==> src/nrp_pkg.sv <==
// Package for the NMEA RMC position parser: constants, types, helpers.
// No dependencies.
package nrp_pkg;

    localparam int MINUTE_FRAC_DIGITS_DEF = 5;
    localparam int MAX_FIELDS_DEF         = 16;
    localparam int INT_PART_MAX           = 131071;
    localparam int QUEUE_DEPTH            = 2;

    localparam logic [7:0] CH_CR    = 8'h0d;
    localparam logic [7:0] CH_LF    = 8'h0a;
    localparam logic [7:0] CH_COMMA = 8'h2c;
    localparam logic [7:0] CH_DOT   = 8'h2e;
    localparam logic [7:0] CH_A     = 8'h41;
    localparam logic [7:0] CH_S     = 8'h53;
    localparam logic [7:0] CH_W     = 8'h57;

    localparam logic [2:0] ST_NOT_RMC   = 3'd0;
    localparam logic [2:0] ST_FEW       = 3'd1;
    localparam logic [2:0] ST_VALID     = 3'd2;
    localparam logic [2:0] ST_NO_FIX    = 3'd3;
    localparam logic [2:0] ST_EMPTY_POS = 3'd4;

    // One parsed coordinate field, as it stands at end of line
    // (fraction wide enough for up to seven kept minute digits)
    typedef struct packed {
        logic [16:0] int_part;
        logic [23:0] frac_part;
        logic [2:0]  frac_cnt;
        logic        neg;
    } coord_t;

    // Classified line handed from front to back
    typedef struct packed {
        logic [2:0] status;
        coord_t     lat;
        coord_t     lon;
    } line_t;

    // Expected prefix character at a position, for "$GPRMC" / "$GNRMC"
    function automatic logic [7:0] pfx_char(input logic [2:0] pos, input logic gn);
        logic [7:0] c;
        begin
            case (pos)
                3'd0: c = 8'h24;
                3'd1: c = 8'h47;
                3'd2: c = gn ? 8'h4e : 8'h50;
                3'd3: c = 8'h52;
                3'd4: c = 8'h4d;
                3'd5: c = 8'h43;
                default: c = 8'h00;
            endcase
            return c;
        end
    endfunction

    // Power of ten for small exponents
    function automatic logic [23:0] pow10(input logic [2:0] e);
        logic [23:0] p;
        begin
            case (e)
                3'd0: p = 24'd1;
                3'd1: p = 24'd10;
                3'd2: p = 24'd100;
                3'd3: p = 24'd1000;
                3'd4: p = 24'd10000;
                3'd5: p = 24'd100000;
                3'd6: p = 24'd1000000;
                default: p = 24'd10000000;
            endcase
            return p;
        end
    endfunction

endpackage

==> src/nrp_front.sv <==
// Front end: per-byte line scanner, classifies a finished line.
// Depends on nrp_pkg.
module nrp_front #(
    parameter int MINUTE_FRAC_DIGITS = nrp_pkg::MINUTE_FRAC_DIGITS_DEF,
    parameter int MAX_FIELDS         = nrp_pkg::MAX_FIELDS_DEF
) (
    input  logic             clk,
    input  logic             rst_n,
    input  logic             byte_valid,
    input  logic [7:0]       byte_data,
    output logic             line_valid,
    output nrp_pkg::line_t   line_data
);
    import nrp_pkg::*;

    localparam int FW = $clog2(MAX_FIELDS);

    logic          nonempty_reg, nonempty_next;
    logic [2:0]    ppos_reg, ppos_next;
    logic [1:0]    pok_reg, pok_next;
    logic [FW-1:0] fnum_reg, fnum_next;
    logic [1:0]    scnt_reg, scnt_next;
    logic          isa_reg, isa_next;
    logic [16:0]   ip_reg [2], ip_next [2];
    logic [23:0]   fp_reg [2], fp_next [2];
    logic [2:0]    cnt_reg [2], cnt_next [2];
    logic [1:0]    ne_reg, ne_next, dot_reg, dot_next, end_reg, end_next;
    logic [1:0]    hemi_reg, hemi_next, neg_reg, neg_next;
    logic          end_line;
    logic [3:0]    digit;
    logic          is_digit;
    logic [26:0]   acc;

    assign is_digit = (byte_data >= 8'h30) && (byte_data <= 8'h39);
    assign digit    = byte_data[3:0];
    assign end_line = byte_valid && (byte_data == CH_LF) && nonempty_reg;

    // Next-state for the scanner
    always_comb
    begin
        nonempty_next = nonempty_reg;
        ppos_next = ppos_reg;
        pok_next  = pok_reg;
        fnum_next = fnum_reg;
        scnt_next = scnt_reg;
        isa_next  = isa_reg;
        ip_next   = ip_reg;
        fp_next   = fp_reg;
        cnt_next  = cnt_reg;
        ne_next   = ne_reg;
        dot_next  = dot_reg;
        end_next  = end_reg;
        hemi_next = hemi_reg;
        neg_next  = neg_reg;
        acc       = '0;
        if (byte_valid && byte_data != CH_CR) begin
            if (byte_data == CH_LF) begin
                nonempty_next = 1'b0;
                ppos_next = '0;
                pok_next  = 2'b11;
                fnum_next = '0;
                scnt_next = '0;
                isa_next  = 1'b0;
                for (int k = 0; k < 2; k++) begin
                    ip_next[k]  = '0;
                    fp_next[k]  = '0;
                    cnt_next[k] = '0;
                end
                ne_next = '0; dot_next = '0; end_next = '0;
                hemi_next = '0; neg_next = '0;
            end else begin
                nonempty_next = 1'b1;
                if (ppos_reg < 3'd6) begin
                    if (byte_data != pfx_char(ppos_reg, 1'b0)) pok_next[0] = 1'b0;
                    if (byte_data != pfx_char(ppos_reg, 1'b1)) pok_next[1] = 1'b0;
                    ppos_next = ppos_reg + 3'd1;
                end
                if (byte_data == CH_COMMA) begin
                    if (fnum_reg < FW'(MAX_FIELDS - 1))
                        fnum_next = fnum_reg + FW'(1);
                end else begin
                    for (int k = 0; k < 2; k++) begin
                        // number field: 3 for latitude, 5 for longitude
                        if (fnum_reg == FW'(3 + 2 * k)) begin
                            ne_next[k] = 1'b1;
                            if (!end_reg[k]) begin
                                if (is_digit) begin
                                    if (!dot_reg[k]) begin
                                        acc = {7'd0, ip_reg[k], 3'b0}
                                            + {9'd0, ip_reg[k], 1'b0}
                                            + {23'd0, digit};
                                        ip_next[k] = (acc > 27'(INT_PART_MAX)) ?
                                            17'(INT_PART_MAX) : acc[16:0];
                                    end else if (cnt_reg[k] < 3'(MINUTE_FRAC_DIGITS)) begin
                                        acc = {fp_reg[k], 3'b0} + {2'b0, fp_reg[k], 1'b0}
                                            + {23'd0, digit};
                                        fp_next[k]  = acc[23:0];
                                        cnt_next[k] = cnt_reg[k] + 3'd1;
                                    end
                                end else if (byte_data == CH_DOT && !dot_reg[k]) begin
                                    dot_next[k] = 1'b1;
                                end else begin
                                    end_next[k] = 1'b1;
                                end
                            end
                        end
                        // hemisphere field: first character only
                        if (fnum_reg == FW'(4 + 2 * k) && !hemi_reg[k]) begin
                            hemi_next[k] = 1'b1;
                            neg_next[k]  = (byte_data == CH_S) || (byte_data == CH_W);
                        end
                    end
                    if (fnum_reg == FW'(2)) begin
                        if (scnt_reg == 2'd0) isa_next = (byte_data == CH_A);
                        if (scnt_reg < 2'd2) scnt_next = scnt_reg + 2'd1;
                    end
                end
            end
        end
    end

    // Classify the finished line
    always_comb
    begin
        line_valid = end_line;
        if (ppos_reg < 3'd6 || pok_reg == 2'b00)
            line_data.status = ST_NOT_RMC;
        else if (fnum_reg < FW'(6))
            line_data.status = ST_FEW;
        else if (!(scnt_reg == 2'd1 && isa_reg))
            line_data.status = ST_NO_FIX;
        else if (ne_reg != 2'b11 || hemi_reg != 2'b11)
            line_data.status = ST_EMPTY_POS;
        else
            line_data.status = ST_VALID;
        line_data.lat = '{int_part: ip_reg[0], frac_part: fp_reg[0],
                          frac_cnt: cnt_reg[0], neg: neg_reg[0]};
        line_data.lon = '{int_part: ip_reg[1], frac_part: fp_reg[1],
                          frac_cnt: cnt_reg[1], neg: neg_reg[1]};
    end

    always_ff @(posedge clk or negedge rst_n)
    begin
        if (!rst_n) begin
            nonempty_reg <= 1'b0;
            ppos_reg <= '0;
            pok_reg  <= 2'b11;
            fnum_reg <= '0;
            scnt_reg <= '0;
            isa_reg  <= 1'b0;
            for (int k = 0; k < 2; k++) begin
                ip_reg[k]  <= '0;
                fp_reg[k]  <= '0;
                cnt_reg[k] <= '0;
            end
            ne_reg <= '0; dot_reg <= '0; end_reg <= '0;
            hemi_reg <= '0; neg_reg <= '0;
        end else begin
            nonempty_reg <= nonempty_next;
            ppos_reg <= ppos_next;
            pok_reg  <= pok_next;
            fnum_reg <= fnum_next;
            scnt_reg <= scnt_next;
            isa_reg  <= isa_next;
            ip_reg   <= ip_next;
            fp_reg   <= fp_next;
            cnt_reg  <= cnt_next;
            ne_reg   <= ne_next;
            dot_reg  <= dot_next;
            end_reg  <= end_next;
            hemi_reg <= hemi_next;
            neg_reg  <= neg_next;
        end
    end

endmodule

==> src/nrp_queue.sv <==
// Small FIFO of classified lines between front and back.
// Depends on nrp_pkg.
module nrp_queue #(
    parameter int DEPTH = nrp_pkg::QUEUE_DEPTH
) (
    input  logic           clk,
    input  logic           rst_n,
    input  logic           wr_en,
    input  nrp_pkg::line_t wr_data,
    output logic           full,
    output logic           rd_valid,
    input  logic           rd_en,
    output nrp_pkg::line_t rd_data
);
    import nrp_pkg::*;

    localparam int AW = (DEPTH > 1) ? $clog2(DEPTH) : 1;

    line_t          mem_reg [DEPTH];
    logic [AW-1:0]  wp_reg, rp_reg;
    logic [AW:0]    cnt_reg;

    assign full     = (cnt_reg == (AW+1)'(DEPTH));
    assign rd_valid = (cnt_reg != '0);
    assign rd_data  = mem_reg[rp_reg];

    // Entry storage
    always_ff @(posedge clk)
    begin
        if (wr_en) mem_reg[wp_reg] <= wr_data;
    end

    // Pointers and fill count
    always_ff @(posedge clk or negedge rst_n)
    begin
        if (!rst_n) begin
            wp_reg <= '0;
            rp_reg <= '0;
            cnt_reg <= '0;
        end else begin
            if (wr_en)
                wp_reg <= (wp_reg == AW'(DEPTH - 1)) ? '0 : wp_reg + AW'(1);
            if (rd_en)
                rp_reg <= (rp_reg == AW'(DEPTH - 1)) ? '0 : rp_reg + AW'(1);
            cnt_reg <= cnt_reg + (AW+1)'(wr_en) - (AW+1)'(rd_en);
        end
    end

endmodule

==> src/nrp_back.sv <==
// Back end: converts a classified line to degrees e7, updates the held
// fix and position, and drives the result register. Depends on nrp_pkg.
module nrp_back #(
    parameter int MINUTE_FRAC_DIGITS = nrp_pkg::MINUTE_FRAC_DIGITS_DEF
) (
    input  logic            clk,
    input  logic            rst_n,
    input  logic            in_valid,
    output logic            in_take,
    input  nrp_pkg::line_t  in_data,
    output logic            res_valid,
    input  logic            res_ready,
    output logic [2:0]      res_status,
    output logic            res_fix,
    output logic signed [34:0] res_lat,
    output logic signed [34:0] res_lon
);
    import nrp_pkg::*;

    // Minutes scale 10^d; minutes * 10^(7-d) / 60 gives the 1e-7 degree part
    localparam longint     SCALE   = 64'd10 ** MINUTE_FRAC_DIGITS;
    localparam longint     NUM_MUL = 64'd10 ** (7 - MINUTE_FRAC_DIGITS);
    localparam int         RSH     = 36;
    // ceil(2^36 / 60), exact for numerators below 2^30
    localparam logic [30:0] RECIP60 = 31'd1145324613;

    // Stage 1: split degrees/minutes, build minute value
    logic         s1_valid_reg;
    logic [2:0]   s1_status_reg;
    logic [10:0]  s1_deg_reg [2];
    logic [30:0]  s1_min_reg [2];
    logic [1:0]   s1_neg_reg;
    // Stage 2: minute value in 1e-7 minute units
    logic         s2_valid_reg;
    logic [2:0]   s2_status_reg;
    logic [10:0]  s2_deg_reg [2];
    logic [29:0]  s2_num_reg [2];
    logic [1:0]   s2_neg_reg;
    // Stage 3: quotient
    logic         s3_valid_reg;
    logic [2:0]   s3_status_reg;
    logic [10:0]  s3_deg_reg [2];
    logic [27:0]  s3_q_reg [2];
    logic [1:0]   s3_neg_reg;

    logic         held_fix_reg;
    logic [34:0]  held_lat_reg, held_lon_reg;
    logic         out_valid_reg;
    logic [2:0]   out_status_reg;

    logic         adv;
    logic [10:0]  deg_c [2];
    logic [6:0]   mm_c [2];
    logic [30:0]  min_c [2];
    logic [27:0]  q_c [2];
    logic [34:0]  mag_c [2];
    logic [34:0]  val_c [2];
    coord_t       cin [2];

    // Whole pipe moves when the result slot is free or being taken
    assign adv     = !out_valid_reg || res_ready;
    assign in_take = adv && in_valid;

    assign cin[0] = in_data.lat;
    assign cin[1] = in_data.lon;

    // Stage 1 combinational: ip / 100 via reciprocal, fraction scaling
    always_comb
    begin
        for (int k = 0; k < 2; k++) begin
            deg_c[k] = 11'((35'(cin[k].int_part) * 35'd167773) >> 24);
            mm_c[k]  = 7'(cin[k].int_part - 17'(deg_c[k]) * 17'd100);
            min_c[k] = 31'(64'(mm_c[k]) * SCALE)
                     + 31'(cin[k].frac_part * pow10(3'(MINUTE_FRAC_DIGITS) - cin[k].frac_cnt));
        end
    end

    // Stage 3 combinational: divide by 60 via reciprocal, apply sign
    always_comb
    begin
        for (int k = 0; k < 2; k++) begin
            q_c[k]   = 28'((61'(s2_num_reg[k]) * 61'(RECIP60)) >> RSH);
            mag_c[k] = 35'(s3_deg_reg[k]) * 35'd10000000 + 35'(s3_q_reg[k]);
            val_c[k] = s3_neg_reg[k] ? (35'd0 - mag_c[k]) : mag_c[k];
        end
    end

    always_ff @(posedge clk)
    begin
        if (adv) begin
            s1_status_reg <= in_data.status;
            s1_neg_reg    <= {cin[1].neg, cin[0].neg};
            s2_status_reg <= s1_status_reg;
            s2_neg_reg    <= s1_neg_reg;
            s3_status_reg <= s2_status_reg;
            s3_neg_reg    <= s2_neg_reg;
            for (int k = 0; k < 2; k++) begin
                s1_deg_reg[k] <= deg_c[k];
                s1_min_reg[k] <= min_c[k];
                s2_deg_reg[k] <= s1_deg_reg[k];
                s2_num_reg[k] <= 30'(s1_min_reg[k] * 31'(NUM_MUL));
                s3_deg_reg[k] <= s2_deg_reg[k];
                s3_q_reg[k]   <= q_c[k];
            end
        end
    end

    // Valid chain, held state and result register
    always_ff @(posedge clk or negedge rst_n)
    begin
        if (!rst_n) begin
            s1_valid_reg   <= 1'b0;
            s2_valid_reg   <= 1'b0;
            s3_valid_reg   <= 1'b0;
            out_valid_reg  <= 1'b0;
            out_status_reg <= ST_NOT_RMC;
            held_fix_reg   <= 1'b0;
            held_lat_reg   <= '0;
            held_lon_reg   <= '0;
        end else if (adv) begin
            s1_valid_reg  <= in_valid;
            s2_valid_reg  <= s1_valid_reg;
            s3_valid_reg  <= s2_valid_reg;
            out_valid_reg <= s3_valid_reg;
            if (s3_valid_reg) begin
                out_status_reg <= s3_status_reg;
                if (s3_status_reg == ST_VALID) begin
                    held_fix_reg <= 1'b1;
                    held_lat_reg <= val_c[0];
                    held_lon_reg <= val_c[1];
                end else if (s3_status_reg == ST_NO_FIX || s3_status_reg == ST_EMPTY_POS) begin
                    held_fix_reg <= 1'b0;
                end
            end
        end
    end

    assign res_valid  = out_valid_reg;
    assign res_status = out_status_reg;
    assign res_fix    = held_fix_reg;
    assign res_lat    = held_lat_reg;
    assign res_lon    = held_lon_reg;

endmodule

==> src/nmea_rmc_position_parser_top.sv <==
// Usage notes for the NMEA RMC position parser.
// Input channel: rx_valid/rx_ready with one serial byte rx_byte per item.
// Output channel: out_valid/out_ready with status, fix_valid,
// latitude_e7 and longitude_e7 (signed 1e-7 degrees).
// CR bytes are skipped; a LF that ends a non-empty line yields one result,
// everything else yields none.
// Throughput: one byte per cycle while the queue is not full. The front
// scanner updates its line state on each accepted byte; the line is queued
// and the back end converts it through a four-register pipe (split degrees
// and minutes, scale minutes, reciprocal divide by 60, result register).
// The result follows the LF item through the queue and that pipe.
// When a result waits and out_ready is low the back pipe holds; the queue
// absorbs lines and rx_ready drops only when the queue is full (rx_ready
// is the inverse of the queue-full flag, whatever the byte).
// Reset clears the line state and the held fix/position to zero.
// Files: nrp_pkg, nrp_front, nrp_queue, nrp_back.
module nmea_rmc_position_parser_top #(
    parameter int MINUTE_FRAC_DIGITS = nrp_pkg::MINUTE_FRAC_DIGITS_DEF,
    parameter int MAX_FIELDS         = nrp_pkg::MAX_FIELDS_DEF
) (
    input  logic               clk,
    input  logic               rst_n,
    input  logic               rx_valid,
    output logic               rx_ready,
    input  logic [7:0]         rx_byte,
    output logic               out_valid,
    input  logic               out_ready,
    output logic [2:0]         status,
    output logic               fix_valid,
    output logic signed [34:0] latitude_e7,
    output logic signed [34:0] longitude_e7
);
    import nrp_pkg::*;

    logic  q_full, line_valid, q_valid, q_take;
    line_t line_data, q_data;

    assign rx_ready = !q_full;

    nrp_front #(
        .MINUTE_FRAC_DIGITS(MINUTE_FRAC_DIGITS),
        .MAX_FIELDS(MAX_FIELDS)
    ) u_front (
        .clk(clk), .rst_n(rst_n),
        .byte_valid(rx_valid && rx_ready), .byte_data(rx_byte),
        .line_valid(line_valid), .line_data(line_data)
    );

    nrp_queue u_queue (
        .clk(clk), .rst_n(rst_n),
        .wr_en(line_valid), .wr_data(line_data), .full(q_full),
        .rd_valid(q_valid), .rd_en(q_take), .rd_data(q_data)
    );

    nrp_back #(
        .MINUTE_FRAC_DIGITS(MINUTE_FRAC_DIGITS)
    ) u_back (
        .clk(clk), .rst_n(rst_n),
        .in_valid(q_valid), .in_take(q_take), .in_data(q_data),
        .res_valid(out_valid), .res_ready(out_ready),
        .res_status(status), .res_fix(fix_valid),
        .res_lat(latitude_e7), .res_lon(longitude_e7)
    );

endmodule

==> config.mk <==
export PLATFORM = sky130hd
export DESIGN_NAME = nmea_rmc_position_parser_top
export DESIGN_NICKNAME = d
export VERILOG_FILES = /design/src/nrp_pkg.sv /design/src/nrp_front.sv /design/src/nrp_queue.sv /design/src/nrp_back.sv /design/src/nmea_rmc_position_parser_top.sv
export SDC_FILE = /design/constraint.sdc
export NUM_CORES = 2
export LEC_CHECK = 0
export BUFFER_PORTS_ARGS = -buffer_cell sky130_fd_sc_hd__buf_2
export CORE_MARGIN = 1
export CORE_UTILIZATION = 55
export DETAILED_ROUTE_END_ITERATION = 8
export PLACE_DENSITY = 0.68
export SLEW_MARGIN = 20
export SYNTH_ARGS = -nofsm -noshare
export SYNTH_HDL_FRONTEND = slang
export SYNTH_HIERARCHICAL = 1
export SYNTH_SLANG_ARGS = --single-unit
==> constraint.sdc <==
create_clock -name clk -period 20.6 [get_ports clk]
set_clock_uncertainty 0.2 [all_clocks]
set_input_delay 2.06 -clock clk [delete_from_list [all_inputs] [get_ports clk]]
set_output_delay 2.06 -clock clk [all_outputs]
set_load 0.01 [all_outputs]
==> flow_summary.toml <==
[global_route]
grt_pass1_wl_mm = 338
grt_max_degree = 149
track_usage_pct = 25.1
gr-total-overflow = 0
antenna_found_initial = 4
grt_pass1_vias = 64500

[hold_path]
hold_depth = 0
hold_class = "reg2reg"
worstHoldStart = "u_back/s1_status_reg[0]"
hold_path_end = "u_back/s2_status_reg[0]"

[logic_synthesis]
syn-cell-area_um2 = 91100
ys_seq_area_share_pct = 19.4
synth_edf_count = 429
async_reset_ff_share_pct = 31.0
synthMuxAreaShare_pct = 1.41
synth_top_family_by_area = "adder cells"
syn_area_per_cell_um2 = 10.2
synth_nets = 11800
yosys_warnings = 6
synthAdderAreaFrac_pct = 48.8
synth_compound_area_share_pct = 8.15
synth-simple-area-share_pct = 8.66
ys.flop_type = "edfxtp_1"
synth_seq_cells = 622
netlist_instances = 8950
ys_types = 111
synth_xor_area_share_pct = 4.59

[floorplanning]
core-area_um2 = 164000
die_h_um = 409
die_area_um2 = 167000
row_count = 148
ios = 88
die_w_um = 409
start_util_pct = 55.7

[clock_network]
numCtsBuffers = 74
cts_setup_buffers = 0
h-tree-depth = 3
ctsHoldBuffers = 0
cts_tree = "done"
clk_pin_slew_worst_paths_ps = 60
clockBufferDepth = 3
cts.repair.resized = 0
clockRootBuffer = "clkbuf_16"
clk_latency_ps = 710
clock-sinks = 622

[critical_path]
arrival_ps = 17130
cp.required_ps = 20820
r2r-start = "u_queue/rp_reg"
crit_top_cell = "fa_1"
r2r_setup_slack_ps = 3690
cp_slowest_stage_delay_ps = 900
endpoint_kind = "flip-flop"
timing.rr.end = "u_back/s1_min_reg[0][26]"
critPathSlowestCell = "dfrtp_4"
crit_type = "reg2reg"
critical_path_peak_fanout = 51
r2r_cells = 57
start_kind = "flip-flop"

[job]
drv_cap = 0

[routing]
firstDrtPassIters = 6
vias = 61000
drcViolationCount = 0
routedWlPerCell_um = 18.3
antenna_left = 0
wl_mm = 205
vias_per_cell = 5.45
drtIter0Drc = 3805

[place]
dp_slack_ps = 3870
port_buffers = 87
place.gp.congestion = 0.926
post-dp-hpwl_mm = 170
placed_area_um2 = 93700

[sta]
fin_crit_sh_pct = 82.1
tns_ps = 0
relSlewSlack_pct = 22.6
finalSetupViolations = 0
drv_slew = 0
layout_setup_ws_ps = 3690
worst_pin_slew_ps = 1160
rsz0062_at_grt = "false"
final-hold-violation-count = 0
fmax_mhz = 59.2
period_minus_slack_ps = 16910
hold_ws_ps = 214

[layout]
layout_commonest_cell = "inv_1"
final_nets = 11800
finish.instance_area_um2 = 96300
syn2layout_area_growth_pct = 5.75
final_cell_mix = "1947 x inv_1, 1675 x ha_1, 1170 x fa_1"
drive_gt1_share_pct = 4.76
largest_reg_flops = 186

[run_status]
status = "finished clean"
[cell usage after synthesis (all sizes together) (61+ instances only)]
| cell | n | share of area, % |
|---|---|---|
| xnor2 | 322 | 3.1 |
| and2 | 202 | 1.4 |
| dfrtp | 191 | 5.2 |
| nor2b | 94 | 0.65 |
| mux2 | 107 | 1.3 |
| ha | 1675 | 23 |
| and3 | 75 | 0.52 |
| nand3 | 100 | 0.55 |
| xor2 | 147 | 1.4 |
| a21oi | 288 | 1.6 |
| inv | 1950 | 8.0 |
| edfxtp | 429 | 14 |
| nor2 | 259 | 1.1 |
| o21ai | 280 | 1.6 |
| nor3 | 103 | 0.61 |
| fa | 1170 | 26 |
| o21a | 61 | 0.50 |
| nand2 | 612 | 2.5 |
| clkbuf | 149 | 0.61 |
| a21o | 109 | 0.90 |
[through the flow]
stage / util, % / std cells
floorplan: - / 8950
global placement: 57.3 / 11100
detailed placement: 57.3 / 11100
CTS: 58.9 / 11200
global route: 58.9 / 11200
finish: 58.9 / 11200
[critical path: cells and delay by family, from the launching register on]
family	cells	cell delay (ps)
buffers and inverters	10	570
AND/OR/NAND/NOR	3	420
adder cells (fa/ha/maj)	18	7420
XOR/XNOR	6	1430
multiplexers	1	550
AO/OA/AOI/OAI	19	5100
flip-flops	1	900
[how the worst max path moves through the flow]
stage                        start                       end  slack (ps)  depth (start not counted)
floorplan           u_queue/rp_reg  u_back/s1_min_reg[0][26]        6040                         56
global placement    u_queue/rp_reg  u_back/s1_min_reg[0][26]        4130                         55
detailed placement  u_queue/rp_reg  u_back/s1_min_reg[0][26]        3870                         57
CTS                 u_queue/rp_reg  u_back/s1_min_reg[0][26]        3750                         57
global route        u_queue/rp_reg  u_back/s1_min_reg[0][26]        2590                         56
finish              u_queue/rp_reg  u_back/s1_min_reg[0][26]        3690                         57
[logic make-up after synthesis]
kind of cell | count (synthesis)
compound gates | 1133
xor+xnor | 471
fa+ha+maj | 2851
buf+inv | 2137
flops | 622
mux | 115
simple gates | 1621
[metal layers]
| layer | vias up | track usage, % | share of wire (%) | wire, um |
|---|---|---|---|---|
| li1 | 29200 | - | - | - |
| met1 | 30200 | 35.7 | 47 | 95900 |
| met2 | 1347 | 41.1 | 46 | 95000 |
| met3 | 224 | 3.01 | 5.1 | 10400 |
| met4 | 0 | 5.83 | 2.0 | 4040 |
| met5 | - | 0 | 0 | 0 |
[layout make-up]
cell class	instances	area (um2)
Fill cell	13700	67200
Multi-Input combinational cell	6191	65300
Sequential cell	622	17700
Inverter	1951	7320
Tap cell	2175	2720
Clock buffer	90	1970
Timing Repair Buffer	120	706
Clock inverter	44	596
Antenna cell	1	2.50
Power is not shown: default switching activity piles up to over one toggle a cycle in this logic, so the estimate is an artifact.
